`config.mk`:
```
export PLATFORM = sky130hd
export DESIGN_NAME = highest_response_ratio_scheduler_unit
export DESIGN_NICKNAME = d
export VERILOG_FILES = /design/src/rtl/hrrs_pkg.sv /design/src/rtl/hrrs_ram.sv /design/src/rtl/hrrs_mul.sv /design/src/rtl/highest_response_ratio_scheduler_unit.sv
export SDC_FILE = /design/constraint.sdc
export NUM_CORES = 2
export LEC_CHECK = 0
export BUFFER_PORTS_ARGS = -buffer_cell sky130_fd_sc_hd__buf_2
export CELL_PAD_IN_SITES_DETAIL_PLACEMENT = 0
export CELL_PAD_IN_SITES_GLOBAL_PLACEMENT = 1
export CORE_MARGIN = 2
export CORE_UTILIZATION = 25
export CTS_BUF_LIST = sky130_fd_sc_hd__clkbuf_8
export CTS_CLUSTER_SIZE = 40
export DETAILED_ROUTE_END_ITERATION = 6
export PLACE_DENSITY_LB_ADDON = 0.1
export SLEW_MARGIN = 40
export SYNTH_ARGS = -nofsm -noshare
export SYNTH_HDL_FRONTEND = slang
export SYNTH_HIERARCHICAL = 1
export SYNTH_SLANG_ARGS = --single-unit
```
`constraint.sdc`:
```
create_clock -name clk -period 14.7 [get_ports clk]
set_input_delay 0 -clock clk [delete_from_list [all_inputs] [get_ports clk]]
set_output_delay 0 -clock clk [all_outputs]
set_load 0.05 [all_outputs]
```
`src/rtl/hrrs_pkg.sv`:
```
// package for the highest response ratio scheduler
// default sizes shared by the top level and its arithmetic unit; no dependencies
`timescale 1ns / 1ps
package hrrs_pkg;

  localparam int unsigned QUEUE_DEPTH_DEF = 16;
  localparam int unsigned TIME_BITS_DEF   = 16;
  localparam int unsigned ID_BITS_DEF     = 8;

endpackage

```
`src/rtl/hrrs_ram.sv`:
```
// generic single write port, single read port ram with registered read data
// no dependencies
`timescale 1ns / 1ps
module hrrs_ram #(
  parameter int unsigned WIDTH = 40,
  parameter int unsigned DEPTH = 16
) (
  input  logic                     clk,
  input  logic                     we,
  input  logic [$clog2(DEPTH)-1:0] waddr,
  input  logic [WIDTH-1:0]         wdata,
  input  logic [$clog2(DEPTH)-1:0] raddr,
  output logic [WIDTH-1:0]         rdata
);

  logic [WIDTH-1:0] mem [DEPTH];

  always_ff @(posedge clk) begin
    if (we) begin
      mem[waddr] <= wdata;
    end
    rdata <= mem[raddr];
  end

endmodule

```
`src/rtl/hrrs_mul.sv`:
```
// shared unsigned multiplier with registered product
// default width from hrrs_pkg
`timescale 1ns / 1ps
module hrrs_mul #(
  parameter int unsigned WIDTH = hrrs_pkg::TIME_BITS_DEF
) (
  input  logic               clk,
  input  logic [WIDTH-1:0]   a,
  input  logic [WIDTH-1:0]   b,
  output logic [2*WIDTH-1:0] p
);

  always_ff @(posedge clk) begin
    p <= (2*WIDTH)'(a) * (2*WIDTH)'(b);
  end

endmodule

```
`src/rtl/highest_response_ratio_scheduler_unit.sv`:
```
// top level of the highest response ratio next scheduler
// uses hrrs_pkg, hrrs_ram (wait queue) and hrrs_mul (ratio compare multiplier)
`timescale 1ns / 1ps
// Non-preemptive highest-response-ratio-next scheduler. Each job word (id,
// arrival, process time, last flag) either starts at once, is queued, or is
// rejected when the queue is full; while the running finish time is before
// the new arrival, queued jobs with the highest wait/process ratio run first
// (exact cross-multiplied compare, earliest queued wins a tie). Every job that
// runs or is rejected gives one sched word with begin and finish minutes; the
// last word caused by a job word carries last_of_run, and a job word that only
// queues gives none. A last_job word drains the queue and clears the state.
// Timing: job_stall is high from acceptance until all words of that job are
// produced. Each pick of a queued job scans the n waiting entries one at a
// time through the single ram read port and the one shared multiplier (two
// products per entry), then issues the result, then moves each entry above
// the picked one down to close the gap in the queue.
// The wait queue needs no clearing after reset.
module highest_response_ratio_scheduler_unit #(
  parameter int unsigned QUEUE_DEPTH = hrrs_pkg::QUEUE_DEPTH_DEF,
  parameter int unsigned TIME_BITS   = hrrs_pkg::TIME_BITS_DEF,
  parameter int unsigned ID_BITS     = hrrs_pkg::ID_BITS_DEF
) (
  input  logic                 clk,
  input  logic                 rst,
  // job words in
  input  logic                 job_valid,
  output logic                 job_stall,
  input  logic [ID_BITS-1:0]   job_id,
  input  logic [TIME_BITS-1:0] arrive_minute,
  input  logic [TIME_BITS-1:0] process_minute,
  input  logic                 last_job,
  // schedule words out
  output logic                 sched_valid,
  input  logic                 sched_stall,
  output logic [ID_BITS-1:0]   sched_id,
  output logic [TIME_BITS-1:0] sched_arrive,
  output logic [TIME_BITS-1:0] sched_process,
  output logic [TIME_BITS-1:0] begin_minute,
  output logic [TIME_BITS-1:0] finish_minute,
  output logic                 rejected,
  output logic                 last_of_run
);
  import hrrs_pkg::*;

  localparam int unsigned IDX_W   = $clog2(QUEUE_DEPTH);
  localparam int unsigned CNT_W   = $clog2(QUEUE_DEPTH + 1);
  localparam int unsigned ENTRY_W = ID_BITS + 2 * TIME_BITS;
  localparam int unsigned PROD_W  = 2 * TIME_BITS;

  // sequencer states, one-hot
  typedef enum logic [11:0] {
    ST_IDLE  = 12'b0000_0000_0001,
    ST_CHECK = 12'b0000_0000_0010,
    ST_TAIL  = 12'b0000_0000_0100,
    ST_DRAIN = 12'b0000_0000_1000,
    ST_RD    = 12'b0000_0001_0000,
    ST_LD    = 12'b0000_0010_0000,
    ST_M1    = 12'b0000_0100_0000,
    ST_M2    = 12'b0000_1000_0000,
    ST_M3    = 12'b0001_0000_0000,
    ST_RUN   = 12'b0010_0000_0000,
    ST_SH_RD = 12'b0100_0000_0000,
    ST_SH_WR = 12'b1000_0000_0000
  } state_t;

  state_t state;

  // scheduler state
  logic [CNT_W-1:0]     count;
  logic [TIME_BITS-1:0] finish;

  // current job word
  logic [ID_BITS-1:0]   item_id;
  logic [TIME_BITS-1:0] item_arr;
  logic [TIME_BITS-1:0] item_proc;
  logic                 item_last;
  logic                 started;
  logic                 drain_mode;

  // scan registers
  logic [IDX_W-1:0]     idx;
  logic [IDX_W-1:0]     best_idx;
  logic [ID_BITS-1:0]   best_id;
  logic [TIME_BITS-1:0] best_arr;
  logic [TIME_BITS-1:0] best_proc;
  logic [TIME_BITS-1:0] wb;
  logic [ID_BITS-1:0]   cand_id;
  logic [TIME_BITS-1:0] cand_arr;
  logic [TIME_BITS-1:0] cand_proc;
  logic [TIME_BITS-1:0] wc;
  logic [PROD_W-1:0]    prod_a;

  // ram and multiplier hookup
  logic                 ram_we;
  logic [IDX_W-1:0]     ram_waddr;
  logic [ENTRY_W-1:0]   ram_wdata;
  logic [IDX_W-1:0]     ram_raddr;
  logic [ENTRY_W-1:0]   ram_rdata;
  logic [TIME_BITS-1:0] mul_a;
  logic [TIME_BITS-1:0] mul_b;
  logic [PROD_W-1:0]    mul_p;

  // fields of the word read from the queue (id, arrival, process)
  logic [ID_BITS-1:0]   rd_id;
  logic [TIME_BITS-1:0] rd_arr;
  logic [TIME_BITS-1:0] rd_proc;
  logic [TIME_BITS-1:0] rd_wait;

  logic                 out_free;
  logic [TIME_BITS:0]   sum_direct;
  logic [TIME_BITS:0]   sum_run;
  logic [TIME_BITS-1:0] fin_direct;
  logic [TIME_BITS-1:0] fin_run;
  logic                 queue_full;
  logic [CNT_W-1:0]     idx_inc;
  logic [CNT_W-1:0]     best_inc;

  assign rd_id   = ram_rdata[ENTRY_W-1 -: ID_BITS];
  assign rd_arr  = ram_rdata[2*TIME_BITS-1 -: TIME_BITS];
  assign rd_proc = ram_rdata[TIME_BITS-1:0];
  // waiting time so far, floored at zero for arrivals past the finish time
  assign rd_wait = (finish >= rd_arr) ? finish - rd_arr : '0;

  // a new sched word may be loaded when the output register is empty or leaving
  assign out_free = !sched_valid || !sched_stall;

  // finish times saturate at the all-ones minute
  assign sum_direct = {1'b0, item_arr} + {1'b0, item_proc};
  assign sum_run    = {1'b0, finish} + {1'b0, best_proc};
  assign fin_direct = sum_direct[TIME_BITS] ? '1 : sum_direct[TIME_BITS-1:0];
  assign fin_run    = sum_run[TIME_BITS] ? '1 : sum_run[TIME_BITS-1:0];

  assign queue_full = (count == CNT_W'(QUEUE_DEPTH));
  assign idx_inc    = CNT_W'(idx) + CNT_W'(1);
  assign best_inc   = CNT_W'(best_idx) + CNT_W'(1);

  assign job_stall = (state != ST_IDLE);

  // queue write: append in the tail step, close the gap while compacting
  always_comb begin
    ram_we    = 1'b0;
    ram_waddr = idx;
    ram_wdata = ram_rdata;
    ram_raddr = idx;
    unique case (state)
      ST_TAIL: begin
        ram_we    = !started && !queue_full;
        ram_waddr = count[IDX_W-1:0];
        ram_wdata = {item_id, item_arr, item_proc};
      end
      ST_SH_RD: begin
        ram_raddr = idx + IDX_W'(1);
      end
      ST_SH_WR: begin
        ram_we = 1'b1;
      end
      default: begin
      end
    endcase
  end

  // multiplier operands: candidate wait times best process, then best wait
  // times candidate process
  always_comb begin
    if (state == ST_M2) begin
      mul_a = wb;
      mul_b = cand_proc;
    end else begin
      mul_a = wc;
      mul_b = best_proc;
    end
  end

  hrrs_ram #(
    .WIDTH (ENTRY_W),
    .DEPTH (QUEUE_DEPTH)
  ) u_queue (
    .clk   (clk),
    .we    (ram_we),
    .waddr (ram_waddr),
    .wdata (ram_wdata),
    .raddr (ram_raddr),
    .rdata (ram_rdata)
  );

  hrrs_mul #(
    .WIDTH (TIME_BITS)
  ) u_mul (
    .clk (clk),
    .a   (mul_a),
    .b   (mul_b),
    .p   (mul_p)
  );

  // sequencer
  always_ff @(posedge clk) begin
    if (rst) begin
      state       <= ST_IDLE;
      count       <= '0;
      finish      <= '0;
      sched_valid <= 1'b0;
      started     <= 1'b0;
      drain_mode  <= 1'b0;
    end else begin
      if (!sched_stall) begin
        sched_valid <= 1'b0;
      end
      unique case (state)
        ST_IDLE: begin
          if (job_valid) begin
            item_id   <= job_id;
            item_arr  <= arrive_minute;
            item_proc <= process_minute;
            item_last <= last_job;
            started   <= 1'b0;
            state     <= ST_CHECK;
          end
        end
        ST_CHECK: begin
          if (finish < item_arr) begin
            if (count == '0) begin
              // queue empty: the new job starts at its arrival
              if (out_free) begin
                sched_valid   <= 1'b1;
                sched_id      <= item_id;
                sched_arrive  <= item_arr;
                sched_process <= item_proc;
                begin_minute  <= item_arr;
                finish_minute <= fin_direct;
                rejected      <= 1'b0;
                last_of_run   <= 1'b1;
                finish        <= fin_direct;
                started       <= 1'b1;
                state         <= ST_TAIL;
              end
            end else begin
              drain_mode <= 1'b0;
              idx        <= '0;
              state      <= ST_RD;
            end
          end else begin
            state <= ST_TAIL;
          end
        end
        ST_TAIL: begin
          if (started) begin
            state <= ST_DRAIN;
          end else if (!queue_full) begin
            count <= count + CNT_W'(1);
            state <= ST_DRAIN;
          end else if (out_free) begin
            // queue full: job is dropped
            sched_valid   <= 1'b1;
            sched_id      <= item_id;
            sched_arrive  <= item_arr;
            sched_process <= item_proc;
            begin_minute  <= '0;
            finish_minute <= '0;
            rejected      <= 1'b1;
            last_of_run   <= !item_last;
            state         <= ST_DRAIN;
          end
        end
        ST_DRAIN: begin
          if (!item_last) begin
            state <= ST_IDLE;
          end else if (count != '0) begin
            drain_mode <= 1'b1;
            idx        <= '0;
            state      <= ST_RD;
          end else begin
            finish <= '0;
            state  <= ST_IDLE;
          end
        end
        ST_RD: begin
          state <= ST_LD;
        end
        ST_LD: begin
          if (idx == '0) begin
            // first entry seeds the best pick
            best_idx  <= '0;
            best_id   <= rd_id;
            best_arr  <= rd_arr;
            best_proc <= rd_proc;
            wb        <= rd_wait;
            if (count == CNT_W'(1)) begin
              state <= ST_RUN;
            end else begin
              idx   <= IDX_W'(1);
              state <= ST_RD;
            end
          end else begin
            cand_id   <= rd_id;
            cand_arr  <= rd_arr;
            cand_proc <= rd_proc;
            wc        <= rd_wait;
            state     <= ST_M1;
          end
        end
        ST_M1: begin
          state <= ST_M2;
        end
        ST_M2: begin
          prod_a <= mul_p;
          state  <= ST_M3;
        end
        ST_M3: begin
          // strictly greater ratio replaces, so ties keep the earlier entry
          if (prod_a > mul_p) begin
            best_idx  <= idx;
            best_id   <= cand_id;
            best_arr  <= cand_arr;
            best_proc <= cand_proc;
            wb        <= wc;
          end
          if (idx_inc == count) begin
            state <= ST_RUN;
          end else begin
            idx   <= idx + IDX_W'(1);
            state <= ST_RD;
          end
        end
        ST_RUN: begin
          if (out_free) begin
            sched_valid   <= 1'b1;
            sched_id      <= best_id;
            sched_arrive  <= best_arr;
            sched_process <= best_proc;
            begin_minute  <= finish;
            finish_minute <= fin_run;
            rejected      <= 1'b0;
            if (drain_mode) begin
              last_of_run <= (count == CNT_W'(1));
            end else begin
              // more words follow if the loop goes on or a drain comes
              last_of_run <= !((fin_run < item_arr) || item_last);
            end
            finish <= fin_run;
            count  <= count - CNT_W'(1);
            if (best_inc < count) begin
              idx   <= best_idx;
              state <= ST_SH_RD;
            end else begin
              state <= drain_mode ? ST_DRAIN : ST_CHECK;
            end
          end
        end
        ST_SH_RD: begin
          state <= ST_SH_WR;
        end
        ST_SH_WR: begin
          // count already holds the reduced fill
          if (idx_inc < count) begin
            idx   <= idx + IDX_W'(1);
            state <= ST_SH_RD;
          end else begin
            state <= drain_mode ? ST_DRAIN : ST_CHECK;
          end
        end
        default: begin
          state <= ST_IDLE;
        end
      endcase
    end
  end

endmodule
```
==> flow_summary.yaml <==
logic_synthesis:
  yosysSeqAreaShare: 0.573
  yosys.area.top_type_share: 0.531
  synth_cells: 3687
  syn-num-nets: 4158
  postSynthAreaPerCell_um2: 13.9
  synth_cell_types: 90
  synth_common_cells: "907 x edfxtp_1, 489 x nand2_1, 321 x inv_1, 229 x ha_1, 197 x fa_1"
  ys_seq_elements: 1015
  ys_warn_count: 6
  synth_edf_count: 907
  synth-async-reset-ratio: 0
  ys_top_cells_by_area: "edfxtp_1 53%, fa_1 7.7%, ha_1 5.6%, mux4_2 4.4%, dfxtp_1 4.2%"
  yosysMostFrequentCell: "edfxtp_1"
  yosysTopAreaCell: "edfxtp_1"
  ys.flop_type: "edfxtp_1"
  syn_area_um2: 51300
global_route:
  grt_max_degree: 66
  grt_pass1_wl_um: 244000
  grt_overflow: 0
  antenna_found_initial: 12
  grtUsageTotal: 0.163
  grt_pass1_vias: 33200
pwr:
  switching_power_w: 0.00145
  swShare: 0.239
  leakage_nw: 22.5
  comb_power_share: 0.037
  p_int_w: 0.00461
  clkPwrFrac: 0.442
  seq_power_share: 0.521
  p_per_area_nw_per_um2: 101
  ir_drop_mv: 0.0850
  p_total_w: 0.00606
clock_tree:
  path_clk_slew_ns: 0.06
  cts_root_buf: "clkbuf_8"
  clock_path_buffers: 3
  htree_num_levels: 4
  cts-resized-gates: 0
  cts_inserted_buffers: 184
  clock_sinks: 1015
  cts_tree: "built"
  clk_latency_ns: 0.96
critical_path:
  cp_max_fo: 32
  worstSetupEndpointType: "register"
  worstPathRequired_ns: 15.52
  crit_path_start_kind: "register"
  rr_worst_depth: 23
  crit_arrival_ns: 8.47
  path_class: "reg -> reg"
  rrSetupSlack_ns: 7.05
final_layout:
  area_growth_pct: 16.9
  final_area_um2: 60000
  layout-drive-gt1-share: 0.163
  fillers: 20800
  layout.nets: 4473
  final_cells: 6847
placed_design:
  dp_hpwl_um: 112000
  dp_cells: 6414
  numPortBuffers: 120
  place_area_um2: 55500
  gp_congestion: 0.755
die:
  num_rows: 166
  die_area_um2: 209000
  core_area_um2: 204000
  ios: 121
  initial_core_util: 0.251
  fp.dieW_um: 457
  die-height_um: 457
sta:
  slew_headroom: 0.438
  rsz0062_at_grt: "false"
  setup_violations: 0
  maxSlewViolCount: 0
  clock.fmax_ghz: 0.131
  fin_crit_sh: 0.520
  hold_violations: 0
  finalSetupTns_ns: 0
  finClkSkew_ns: 0.0909
  worstMarginPinSlew_ns: 0.844
  layout_min_cycle_time_ns: 7.65
min_path:
  hp-class: "in -> reg"
  holdPathStages: 4
detailed_routing:
  drt_iter0_drc: 1924
  antenna_left: 0
  wl_per_cell_um: 25.0
  vias: 31100
  via_per_inst: 4.55
  drt_wl_total_um: 171000
  drc: 0
  first_pass_iters: 5
run_status:
  status: "finished clean"
job:
  maxCapViolCount: 0
power groups by stage:
| stage | Clock (W) | Combinational (W) | Sequential (W) |
|---|---|---|---|
| finish | 0.00268 | 0.000227 | 0.00316 |
| global route | 0.00291 | 0.000249 | 0.00315 |
| CTS | 0.00280 | 0.000229 | 0.00316 |
| detailed placement | 0 | 0.000210 | 0.00322 |
| global placement | 0 | 0.000210 | 0.00322 |
| floorplan | 0 | 0.000117 | 0.00321 |
sequential cells by signal, indices dropped and copies added (netlist names), 16 cells and up:
register and cells:
wc 16, begin_minute 16, sched_process 16, item_proc 16, prod_a 32, u_queue/rdata 40, finish 16, u_queue/mem 640
cand_arr 16, wb 16, item_arr 16, sched_arrive 16, best_arr 16, cand_proc 16, best_proc 16, finish_minute 16
u_mul/p 32
logic make-up after synthesis:
logic type                 count (synthesis)  synth area share
buffers and inverters                    480            0.0398
AOI/OAI and AO/OA                        538            0.0699
muxes                                    231            0.0901
DFF                                     1015             0.573
xor gates and xnor gates                  68            0.0116
adders and majority gates                426             0.133
and+or+nand+nor                          929            0.0829
layout by cell type (no fill, tap or decap), types with 30 or more instances in the layout:
cell / count
mux4_2: 100
xnor2_1: 40
edfxtp_1: 907
ha_1: 229
inv_1: 378
o21ai_0: 136
clkinv_1: 35
a21o_1: 30
mux2_2: 66
nand2_1: 488
mux4_1: 60
buf_2: 120
buf_4: 53
and2_1: 124
clkbuf_8: 202
a21oi_1: 97
dfxtp_1: 108
dlygate4sd3_1: 90
fa_1: 197
nor2_1: 117
a22oi_1: 83
final cells by class:
cell class,instances,area [um^2],area share
Clock buffer,202,2780,0.0463
Antenna cell,10,25.0,0.000417
Timing Repair Buffer,288,2230,0.0372
Multi-Input combinational cell,2192,20200,0.336
Inverter,321,1200,0.0201
Sequential cell,1015,29400,0.490
Clock inverter,131,821,0.0137
Tap cell,2688,3360,0.0561
worst max-delay path: stages (launching register included):
cell and delay [ns]:
dfxtp_1 0.35, nor3_1 0.43, and3_1 0.39, nand3_4 0.44, mux2_2 0.64, nand2_1 0.14, fa_1 0.55, inv_1 0.05
fa_1 0.52, inv_1 0.07, fa_1 0.53, inv_1 0.05, fa_1 0.45, fa_1 0.49, inv_1 0.05, fa_1 0.47
inv_1 0.04, ha_1 0.47, nand4_1 0.21, nor4_1 0.22, nand2b_1 0.10, o221ai_1 0.54, or3_1 0.20, o2111ai_1 0.09
routing by layer:
metal | routed length [um] | vias up | GRT usage | share of wire
li1 | - | 14200 | - | -
met1 | 76800 | 16100 | 0.217 | 0.45
met2 | 82300 | 618 | 0.272 | 0.48
met3 | 6900 | 221 | 0.0272 | 0.040
met4 | 4950 | 0 | 0.0504 | 0.029
met5 | 0 | - | 0 | 0
metrics by stage:
step | hold WS (ns) | util | worst slack [ns]
after CTS | 0.0708 | 0.293 | 6.96
after global placement | 0.177 | 0.270 | 6.58
after floorplan | 0.0970 | - | 7.95
after detailed placement | 0.178 | 0.271 | 6.86
after global routing | 0.103 | 0.294 | 6.59
final | 0.178 | 0.294 | 7.05
final timing paths:
path,start,end
hold reg to reg,u_mul/p[9],prod_a[9]
setup reg to reg,state[8],u_mul/p[28]
hold / removal,job_valid,item_last
setup / recovery,state[8],u_mul/p[28]
timing repair:
action | 4_1_cts | 5_1_grt
buffers inserted | 0 | 0
hold buffers | 90 | 0
hold endpoints to repair | 183 | 0
Power figures use the tool's default switching activity.
